`config.mk`:
```
export PLATFORM = sky130hd
export DESIGN_NAME = video_fragment_reassembly_tracker
export DESIGN_NICKNAME = d
export VERILOG_FILES = /design/src/rtl/vfrt_pkg.sv /design/src/rtl/vfrt_cfg.sv /design/src/rtl/vfrt_check.sv /design/src/rtl/video_fragment_reassembly_tracker.sv
export SDC_FILE = /design/constraint.sdc
export NUM_CORES = 1
export LEC_CHECK = 0
export BUFFER_PORTS_ARGS = -buffer_cell sky130_fd_sc_hd__buf_2
export CAP_MARGIN = 20
export CORE_UTILIZATION = 45
export CTS_CLUSTER_DIAMETER = 150
export DETAILED_ROUTE_END_ITERATION = 12
export GPL_TIMING_DRIVEN = 0
export PLACE_DENSITY = 0.73
export SYNTH_ARGS = -nofsm -noshare
export SYNTH_HDL_FRONTEND = slang
export SYNTH_SLANG_ARGS = --single-unit
```
`constraint.sdc`:
```
create_clock -name clk -period 10.7 [get_ports clk]
set_input_delay 2.14 -clock clk [delete_from_list [all_inputs] [get_ports clk]]
set_output_delay 2.14 -clock clk [all_outputs]
set_load 0.005 [all_outputs]
```
`src/rtl/vfrt_pkg.sv`:
```
// Shared types, constants and status codes for the video fragment reassembly tracker.
// No dependencies; every other file in rtl/ imports this package.
`timescale 1ns / 1ps
`default_nettype none

package vfrt_pkg;

	// Largest fragment count that the received mask can track.
	localparam int unsigned MAX_FRAGMENTS = 8;
	localparam int unsigned IDX_W         = (MAX_FRAGMENTS > 1) ? $clog2(MAX_FRAGMENTS) : 1;
	localparam int unsigned CNT_W         = $clog2(MAX_FRAGMENTS + 1);
	localparam int unsigned OFFSET_W      = IDX_W + 16;

	localparam logic [15:0] HEADER_BYTES = 16'd14;

	// Status codes of a result.
	localparam logic [2:0] ST_BAD_TYPE     = 3'd0;
	localparam logic [2:0] ST_BAD_LENGTH   = 3'd1;
	localparam logic [2:0] ST_BAD_FRAME_ID = 3'd2;
	localparam logic [2:0] ST_BAD_SIZE     = 3'd3;
	localparam logic [2:0] ST_DUPLICATE    = 3'd4;
	localparam logic [2:0] ST_INCOMPLETE   = 3'd5;
	localparam logic [2:0] ST_OBSOLETE     = 3'd6;
	localparam logic [2:0] ST_READY        = 3'd7;

	// Configuration register indexes.
	localparam int unsigned CFG_INDEX_W = 3;
	localparam int unsigned CFG_DATA_W  = 23;
	localparam logic [CFG_INDEX_W-1:0] REG_EXPECTED_TYPE        = 3'd0;
	localparam logic [CFG_INDEX_W-1:0] REG_EXPECTED_VERSION     = 3'd1;
	localparam logic [CFG_INDEX_W-1:0] REG_EXPECTED_FRAME_BYTES = 3'd2;
	localparam logic [CFG_INDEX_W-1:0] REG_CHUNK_BYTES          = 3'd3;
	localparam logic [CFG_INDEX_W-1:0] REG_FRAGMENTS_PER_FRAME  = 3'd4;

	// Register reset values.
	localparam logic [7:0]  RST_EXPECTED_TYPE        = 8'd20;
	localparam logic [7:0]  RST_EXPECTED_VERSION     = 8'd1;
	localparam logic [22:0] RST_EXPECTED_FRAME_BYTES = 23'd261120;
	localparam logic [15:0] RST_CHUNK_BYTES          = 16'd59986;
	localparam logic [3:0]  RST_FRAGMENTS_PER_FRAME  = 4'd5;

	typedef struct packed {
		logic [15:0] packet_length;
		logic [7:0]  packet_type;
		logic [7:0]  packet_version;
		logic [15:0] frame_number;
		logic [15:0] fragment_index;
		logic [15:0] fragment_total;
		logic [31:0] frame_bytes;
	} item_t;

	typedef struct packed {
		logic [2:0]  status;
		logic        store_valid;
		logic [21:0] store_offset;
		logic [15:0] store_length;
		logic        display_select;
		logic [15:0] shown_frame_number;
	} result_t;

	typedef struct packed {
		logic [7:0]  expected_type;
		logic [7:0]  expected_version;
		logic [22:0] expected_frame_bytes;
		logic [15:0] chunk_bytes;
		logic [3:0]  fragments_per_frame;
	} cfg_t;

	typedef struct packed {
		logic                     active;
		logic [15:0]              frame_number;
		logic [3:0]               fragment_total;
		logic [MAX_FRAGMENTS-1:0] rx_mask;
		logic [CNT_W-1:0]         received_count;
		logic                     front_select;
		logic [15:0]              last_shown;
	} trk_state_t;

endpackage

`default_nettype wire

```
`src/rtl/vfrt_cfg.sv`:
```
// Configuration register file of the reassembly tracker.
// Depends on vfrt_pkg for the register indexes, reset values and cfg_t.
`timescale 1ns / 1ps
`default_nettype none

module vfrt_cfg
	import vfrt_pkg::*;
(
	input  wire logic                   clk,
	input  wire logic                   arst_n,
	input  wire logic                   wr_en,
	input  wire logic [CFG_INDEX_W-1:0] wr_index,
	input  wire logic [CFG_DATA_W-1:0]  wr_data,
	output cfg_t                        cfg
);

	cfg_t cfg_q;

	always_ff @(posedge clk or negedge arst_n) begin
		if (!arst_n) begin
			cfg_q.expected_type        <= RST_EXPECTED_TYPE;
			cfg_q.expected_version     <= RST_EXPECTED_VERSION;
			cfg_q.expected_frame_bytes <= RST_EXPECTED_FRAME_BYTES;
			cfg_q.chunk_bytes          <= RST_CHUNK_BYTES;
			cfg_q.fragments_per_frame  <= RST_FRAGMENTS_PER_FRAME;
		end else if (wr_en) begin
			unique case (wr_index)
				REG_EXPECTED_TYPE:        cfg_q.expected_type        <= wr_data[7:0];
				REG_EXPECTED_VERSION:     cfg_q.expected_version     <= wr_data[7:0];
				REG_EXPECTED_FRAME_BYTES: cfg_q.expected_frame_bytes <= wr_data[22:0];
				REG_CHUNK_BYTES:          cfg_q.chunk_bytes          <= wr_data[15:0];
				REG_FRAGMENTS_PER_FRAME:  cfg_q.fragments_per_frame  <= wr_data[3:0];
				default: ;
			endcase
		end
	end

	assign cfg = cfg_q;

endmodule

`default_nettype wire

```
`src/rtl/vfrt_check.sv`:
```
// Header checks and assembly decision for one packet, purely combinational.
// Depends on vfrt_pkg for item_t, cfg_t, trk_state_t, result_t and the status codes.
`timescale 1ns / 1ps
`default_nettype none

module vfrt_check
	import vfrt_pkg::*;
(
	input  wire item_t      item,
	input  wire cfg_t       cfg,
	input  wire trk_state_t cur,
	output trk_state_t      nxt,
	output result_t         result
);

	logic [15:0]         payload_len;
	logic [IDX_W-1:0]    idx_lo;
	logic [OFFSET_W-1:0] offset;
	logic [22:0]         remaining;
	logic [15:0]         clip_len;
	logic [CNT_W-1:0]    count_inc;
	logic                start;
	logic                go;
	logic [2:0]          status;
	logic                store_valid;

	assign payload_len = item.packet_length - HEADER_BYTES;
	assign idx_lo      = item.fragment_index[IDX_W-1:0];
	// The index is below MAX_FRAGMENTS whenever a store goes out, so the product is narrow.
	assign offset      = OFFSET_W'(idx_lo) * OFFSET_W'(cfg.chunk_bytes);
	assign remaining   = cfg.expected_frame_bytes - 23'(offset);
	assign clip_len    = (remaining < 23'(payload_len)) ? remaining[15:0] : payload_len;

	always_comb begin
		nxt         = cur;
		status      = ST_BAD_LENGTH;
		store_valid = 1'b0;
		start       = 1'b0;
		go          = 1'b0;
		count_inc   = cur.received_count;
		if (item.packet_length < HEADER_BYTES) begin
			status = ST_BAD_LENGTH;
		end else if (item.packet_type != cfg.expected_type
				|| item.packet_version != cfg.expected_version) begin
			status = ST_BAD_TYPE;
		end else if (item.frame_bytes != 32'(cfg.expected_frame_bytes)) begin
			status = ST_BAD_SIZE;
		end else if (item.fragment_total == 16'd0
				|| item.fragment_index >= item.fragment_total) begin
			status = ST_BAD_LENGTH;
		end else if (payload_len > cfg.chunk_bytes) begin
			status = ST_BAD_LENGTH;
		end else begin
			go = 1'b1;
			if (!cur.active) begin
				start = 1'b1;
			end else if (item.frame_number != cur.frame_number) begin
				if (item.frame_number < cur.frame_number) begin
					status = ST_OBSOLETE;
					go     = 1'b0;
				end else begin
					// A newer frame abandons the one in progress even if it fails to start.
					nxt.active         = 1'b0;
					nxt.frame_number   = '0;
					nxt.fragment_total = '0;
					nxt.rx_mask        = '0;
					nxt.received_count = '0;
					start              = 1'b1;
				end
			end else if (item.fragment_total != 16'(cur.fragment_total)) begin
				status = ST_BAD_LENGTH;
				go     = 1'b0;
			end

			if (start) begin
				if (item.frame_number == 16'd0) begin
					status = ST_BAD_FRAME_ID;
					go     = 1'b0;
				end else if (item.fragment_total != 16'(cfg.fragments_per_frame)) begin
					status = ST_BAD_LENGTH;
					go     = 1'b0;
				end else begin
					nxt.active         = 1'b1;
					nxt.frame_number   = item.frame_number;
					nxt.fragment_total = cfg.fragments_per_frame;
					nxt.rx_mask        = '0;
					nxt.received_count = '0;
				end
			end

			if (go) begin
				if (item.fragment_index >= 16'(cfg.fragments_per_frame)
						|| item.fragment_index >= 16'(MAX_FRAGMENTS)) begin
					status = ST_DUPLICATE;
				end else if (nxt.rx_mask[idx_lo]) begin
					status = ST_DUPLICATE;
				end else if (23'(offset) >= cfg.expected_frame_bytes) begin
					status = ST_DUPLICATE;
				end else if (clip_len == 16'd0) begin
					status = ST_DUPLICATE;
				end else begin
					store_valid                = 1'b1;
					count_inc                  = nxt.received_count + CNT_W'(1);
					nxt.rx_mask[idx_lo]        = 1'b1;
					nxt.received_count         = count_inc;
					if (16'(count_inc) == 16'(nxt.fragment_total)) begin
						status             = ST_READY;
						nxt.last_shown     = nxt.frame_number;
						nxt.front_select   = ~nxt.front_select;
						nxt.active         = 1'b0;
						nxt.frame_number   = '0;
						nxt.fragment_total = '0;
						nxt.rx_mask        = '0;
						nxt.received_count = '0;
					end else begin
						status = ST_INCOMPLETE;
					end
				end
			end
		end
	end

	always_comb begin
		result                    = '0;
		result.status             = status;
		result.store_valid        = store_valid;
		result.store_offset       = store_valid ? 22'(offset) : 22'd0;
		result.store_length       = store_valid ? clip_len : 16'd0;
		result.display_select     = nxt.front_select;
		result.shown_frame_number = nxt.last_shown;
	end

endmodule

`default_nettype wire

```
`src/rtl/video_fragment_reassembly_tracker.sv`:
```
// Top level of the video fragment reassembly tracker: input register, tracking state,
// result register. Depends on vfrt_pkg, vfrt_cfg and vfrt_check.
//
// Usage. Each request on the item channel (item_valid / item_ready / item) carries the
// decoded header of one raw-video packet and its total length. For every request exactly
// one result leaves on the result channel (result_valid / result_ready / result): a status
// code, an optional store command (offset and length into the assembly buffer) and the
// display buffer select and shown frame id as they stand after that packet.
// A request taken into the input register has its decision made there; its result is
// written to the result register when the input stage advances and is offered from there.
// Throughput is one request per cycle while results are taken; the whole decision is one
// pass of the check logic between the two registers, and the tracking state is updated at
// the same edge as the result register, so the next packet sees it at once.
// When the receiver stalls, the result register holds its result and the input register
// still takes one more request; item_ready falls only when both are full.
// The configuration channel (cfg_valid / cfg_ready / cfg_index / cfg_data) is always ready
// and writes one register per request; indexes beyond the register list are ignored.
// Registers should be written only while no packet is in flight.
// Reset, asynchronous and active low, empties both registers, returns the configuration
// to its defaults, abandons any frame in progress and selects buffer A with shown id zero.
`timescale 1ns / 1ps
`default_nettype none

module video_fragment_reassembly_tracker
	import vfrt_pkg::*;
(
	input  wire logic                   clk,
	input  wire logic                   arst_n,
	input  wire logic                   item_valid,
	output logic                        item_ready,
	input  wire item_t                  item,
	output logic                        result_valid,
	input  wire logic                   result_ready,
	output result_t                     result,
	input  wire logic                   cfg_valid,
	output logic                        cfg_ready,
	input  wire logic [CFG_INDEX_W-1:0] cfg_index,
	input  wire logic [CFG_DATA_W-1:0]  cfg_data
);

	cfg_t       cfg;
	item_t      item_s1;
	logic       valid_s1;
	result_t    result_s2;
	logic       valid_s2;
	trk_state_t trk_q;
	trk_state_t trk_nxt;
	result_t    check_result;
	logic       advance;

	// Configuration writes never stall.
	assign cfg_ready = 1'b1;

	vfrt_cfg u_cfg (
		.clk      (clk),
		.arst_n   (arst_n),
		.wr_en    (cfg_valid),
		.wr_index (cfg_index),
		.wr_data  (cfg_data),
		.cfg      (cfg)
	);

	// The input stage moves on when the result register is empty or being emptied.
	assign advance    = valid_s1 && (!valid_s2 || result_ready);
	assign item_ready = !valid_s1 || advance;

	always_ff @(posedge clk or negedge arst_n) begin
		if (!arst_n) begin
			valid_s1 <= 1'b0;
		end else if (item_ready) begin
			valid_s1 <= item_valid;
		end
	end

	always_ff @(posedge clk) begin
		if (item_ready && item_valid) begin
			item_s1 <= item;
		end
	end

	vfrt_check u_check (
		.item   (item_s1),
		.cfg    (cfg),
		.cur    (trk_q),
		.nxt    (trk_nxt),
		.result (check_result)
	);

	// Tracking state: changes only when a packet's result is committed.
	always_ff @(posedge clk or negedge arst_n) begin
		if (!arst_n) begin
			trk_q <= '0;
		end else if (advance) begin
			trk_q <= trk_nxt;
		end
	end

	always_ff @(posedge clk or negedge arst_n) begin
		if (!arst_n) begin
			valid_s2 <= 1'b0;
		end else if (advance) begin
			valid_s2 <= 1'b1;
		end else if (result_ready) begin
			valid_s2 <= 1'b0;
		end
	end

	always_ff @(posedge clk) begin
		if (advance) begin
			result_s2 <= check_result;
		end
	end

	assign result_valid = valid_s2;
	assign result       = result_s2;

endmodule

`default_nettype wire

```
# Word level (Yosys, flattened, before mapping)
# Index checks and enable logic that the tools add are counted.
dict set report totals {
  ff_bits 282
  latchBits 0
  mem_bits_rw 0
  rom_bits 0
  inputBits 143
  output_inout_bits 62
  wordCells 159
  n_memories 0
}
dict set report classes {
  n_addsub 3
  multipliers 1
  n_div 0
  n_lt_le_gt_ge 10
  eq_ne 11
  n_shift 0
  mux 74
  n_bitwise 7
  reduce_logical 23
}
# cell n
set op_table {}
lappend op_table {{$mux 33} 11}
lappend op_table {{$mux 50} 6}
lappend op_table {{$mux 17} 5}
lappend op_table {{$logic_not 16->1} 3}
lappend op_table {{$mux 1} 34}
lappend op_table {{$mux 3} 11}
lappend op_table {{$ne 16x4->1} 2}
lappend op_table {{$ne 32x23->1} 1}
lappend op_table {{$ge 19x23->1} 1}
lappend op_table {{$lt 23x16->1} 1}
lappend op_table {{$sub 23x19->23} 1}
lappend op_table {{$mul 3x16->19} 1}
lappend op_table {{$ge 16x16->1} 1}
lappend op_table {{$ge 16x4->1} 1}
lappend op_table {{$ge 16x4->1 const B} 1}
lappend op_table {{$gt 16x16->1} 1}
lappend op_table {{$lt 16x16->1} 1}
lappend op_table {{$lt 16x4->1 const B} 1}
lappend op_table {{$mux 16} 1}
lappend op_table {{$ne 16x16->1} 1}
lappend op_table {{$ne 8x8->1} 2}
lappend op_table {{$sub 16x4->16 const B} 1}
lappend op_table {{$reduce_and 2->1} 5}
lappend op_table {{$mux 2} 4}
lappend op_table {{other kinds (19)} 32}

# Longest topological paths before layout
dict set report logic_depth {
  word_depth 28
  mapped_depth 37
  ltp_nobuf 32
}

# By module
# From an unflattened synthesis, not the netlist that was laid out.
dict set report unflattened {
  cells_unflattened 1457
  area_unflattened_um2 16910.0
}
# module n_inst cells_per_inst area_per_inst_um2 seq_area_each_um2
set by_module_without_submodules {}
lappend by_module_without_submodules {vfrt_check 1 1042 7312.0 0.0}
lappend by_module_without_submodules {video_fragment_reassembly_tracker 1 287 7305.8 6436.2}
lappend by_module_without_submodules {vfrt_cfg 1 128 2292.2 1502.7}

# Worst setup path before layout
# Ideal clock, no wire load.
dict set report synth_timing {
  path_type {register to register}
  start {register item_s1[49] in the netlist's numbering}
  end {register result_s2 (netlist bit result[12]) (data pin)}
  setup_time_ns 0.262
  arrival_ns 7.872
  required_time_ns 10.438
  slack_ns 2.566
  path_stages_with_launch 37
  path_buffers 5
  period_less_slack_ns 8.134
  cell_sequence {edfxtp_1 clkbuf_1 clkbuf_1 buf_1 nand2_1 fa_1 inv_1 ha_1 a21oi_1 o22ai_1 o21ai_0 nand2b_1 a21oi_1 xor2_1 ha_1 nand3_1 or2_2 o221ai_1 maj3_2 maj3_2 and3_1 a2111oi_4 ha_1 a21oi_1 nor2b_1 or4_1 nor4_1 nand4_1 nor4_2 and4_1 a211oi_2 nand2b_1 buf_2 clkinv_2 nand2_4 buf_6 mux2_1}
}
# element line_no
set synth_lines {}
lappend synth_lines {{start, declared} video_fragment_reassembly_tracker.sv:42} ;# item_t item_s1;
lappend synth_lines {{start signal, assigned} video_fragment_reassembly_tracker.sv:77} ;# item_s1 <= item;
lappend synth_lines {{end signal, assigned} video_fragment_reassembly_tracker.sv:110} ;# result_s2 <= check_result;
lappend synth_lines {{end, declared} video_fragment_reassembly_tracker.sv:44} ;# result_t result_s2;

==> metrics.yaml <==
status: "completed"
fmax_mhz: 98.8
wl_met3_um: 2990
ctsResizeCount: 0
cts_hold_buf: 0
slew_headroom_pct: 28.8
htreeDepth: 1
yosys.cell_count.top_type: "edfxtp_1"
grt.total_usage_pct: 23.2
top_layer_used: "met4"
synth-edff-count: 168
async_flop_share_pct: 39.8
syn_avg_cell_area_um2: 11.3
num_rows: 69
ir_drop_mv: 0.138
end_kind: "register"
root_buffer: "clkbuf_16"
powerDensity_nw_per_um2: 219
die_h_um: 192
nNetsFinal: 1929
finalSetupViolCount: 0
grt_pass1_wl_um: 65600
tightest_slew_ns: 1.06
synth_top_area_share_pct: 31.2
place.gp.congestion: 0.950
finalClockSkew_ns: 0.0143
critPathKind: "reg2reg"
wl_met1_um: 18800
wl_met2_um: 19500
worst_setup_path_start_kind: "register"
die_area_um2: 36700
die_x_um: 192
utilization_pct: 53.3
leakage_nw: 8.20
maxCapViolations: 0
period_share_pct: 94.6
worst_ep_required_time_ns: 11.04
dpl.hpwl_um: 32700
grt_max_degree: 77
placeableCoreArea_um2: 35500
drtAntennaViolNets: 0
cts_buffers: 31
area_growth_pct: 16.9
cts.clk_slew.worst_paths_ns: 0.06
cts_sinks: 279
synth.ff_latch_count: 279
multi_input_area_um2: 7700
synth_top_area_cell: "edfxtp_1"
drt-total-wl_um: 42500
yosys-top-cells-area: "edfxtp_1 31%, dfrtp_1 14%, ha_1 8.0%"
finalSetupTns_ns: 0
startpoint: "item_s1[49]$_DFFE_PP_"
drive_gt1_share_pct: 23.5
cts_tree: "built"
ioPinCount: 205
drc: 0
hp-class: "reg2reg"
drv_slew: 0
synth.distinct_cells: 93
dr.pass1.iters: 5
arrival_ns: 10.46
wl_per_cell_um: 19.7
portBuffers: 200
crit_slowest_cell: "a2111oi_4"
cp-endpoint: "result[12]$_DFFE_PP_"
regArea_um2: 7850
clkLatencyLatePin_ns: 0.59
synthFlopType: "edfxtp_1"
cts.path.max_buffers: 3
synth_seq_area_share_pct: 48.5
layout_min_cycle_time_ns: 10.12
cp_max_fo: 10
cpPeakStageDelay_ns: 0.61
start_util_pct: 45.6
rr_startpoint: "item_s1[49]$_DFFE_PP_"
final.fill_count: 3093
r2r_end: "result[12]$_DFFE_PP_"
via_per_inst: 5.59
rr_worst_depth: 33
grt_overflow: 0
drtIter0Drc: 873
cpMostUsedCell: "ha_1"
synth_common_cells: "168 x edfxtp_1, 117 x inv_1, 103 x ha_1"
grt_pass1_vias: 11800
yosysWarningCount: 0
antenna_found_initial: 1
rsz0062_at_grt: "no"
syn-instance-count: 1426
post-cts-setup-buffers: 0
num_vias: 12000
synth_area_um2: 16200
r2r_slack_ns: 0.58
final-hold-violation-count: 0
==> cell usage in the layout, fill, tap and decap left out, types with 7 or more instances in the layout <==
cell type,count
a211o_1,9
nor4_1,30
nand4_1,25
nor2_1,89
a22o_1,36
or4_1,11
dfstp_2,21
clkinv_2,7
mux2_2,66
mux2_4,14
clkbuf_1,23
o21ai_0,38
nor3_1,21
nand2b_1,16
xnor2_1,57
nand3_1,38
mux2i_1,8
a211oi_1,15
and2_1,16
ha_1,103
nor2b_1,13
a21oi_1,59
nand2_1,100
and3_1,10
clkbuf_16,31
nand3b_1,9
xor2_1,37
inv_1,116
buf_2,207
buf_1,7
o21a_1,7
o211ai_1,8
a21o_1,27
fa_1,16
o2bb2ai_1,9
dfrtp_1,90
edfxtp_1,168
==> routing by layer <==
metal / global-route usage (%) / up-vias
met3: 4.64 / 78
li1: - / 5732
met1: 31.6 / 5838
met4: 8.03 / 0
met5: 0 / -
met2: 36.9 / 392
==> worst max-delay path: cells and delay by family, from the launching register on <==
kind	cells	cell delay [ns]
AOI/OAI and AO/OA	8	2.20
adders and majority gates	6	2.34
buffers and inverters	7	1.85
and+or+nand+nor	10	2.43
DFF	1	0.39
muxes	1	0.34
xor gates and xnor gates	1	0.27
==> worst min-delay path by stage <==
stage	startpoint	to	slack, ns	cells past startpoint
5_1_grt	trk_q[22]$_DFFE_PN0P_	trk_q[22]$_DFFE_PN0P_	0.51	1
3_5_place_dp	trk_q[23]$_DFFE_PN0P_	trk_q[23]$_DFFE_PN0P_	0.48	1
6_report	trk_q[22]$_DFFE_PN0P_	trk_q[22]$_DFFE_PN0P_	0.49	1
4_1_cts	trk_q[23]$_DFFE_PN0P_	trk_q[23]$_DFFE_PN0P_	0.49	1
3_3_place_gp	valid_s1$_DFFE_PN0N_	result_valid$_DFFE_PN0P_	0.47	1
2_1_floorplan	trk_q[23]$_DFFE_PN0P_	trk_q[23]$_DFFE_PN0P_	0.45	1
==> state kept, by name, summed over array words and instances (netlist names) <==
name and count:
result_valid 1, u_cfg.cfg 59, result 56, item_s1 112, trk_q 50, valid_s1 1
==> cell type report <==
class                           count  share of cell area (%)
Timing Repair Buffer              206                    5.80
Antenna cell                        1                  0.0132
Multi-Input combinational cell    994                    40.7
Buffer                             36                    1.01
Sequential cell                   279                    41.5
Tap cell                          461                    3.05
Inverter                          119                    2.37
Clock buffer                       39                    4.31
Clock inverter                     19                    1.20
==> through the flow <==
stage                     cells  hold slack [ns]  cell area (um^2)  total power [W]  setup WS (ns)
after floorplan            1428            0.451             16200          0.00254           2.57
after global placement     2089            0.470             17800          0.00299          0.645
after detailed placement   2093            0.476             17900          0.00302          0.599
after CTS                  2151            0.493             18900          0.00413          0.548
after global routing       2154            0.507             18900          0.00438         0.0479
final                      2154            0.493             18900          0.00413          0.576
==> logic make-up (layout without fill, tap and decap cells) <==
group | count (synthesis) | in the layout | share of synthesized area, %
compound gates | 269 | 269 | 12.3
xor+xnor | 95 | 95 | 5.26
fa+ha+maj | 121 | 121 | 10.1
buf+inv | 155 | 419 | 3.94
flops | 279 | 279 | 48.5
mux | 93 | 93 | 6.81
other cells | 2 | 5 | 0.0464
simple gates | 412 | 412 | 13.1
==> power breakdown <==
group	switching [W]	total [W]	leakage [nW]	internal (W)
clock	0.000449	0.00109	0.511	0.000641
combinational	0.00104	0.00169	4.66	0.000651
sequential	0.0000942	0.00135	3.04	0.00126
No activity file was read; power rests on OpenSTA's default activity.
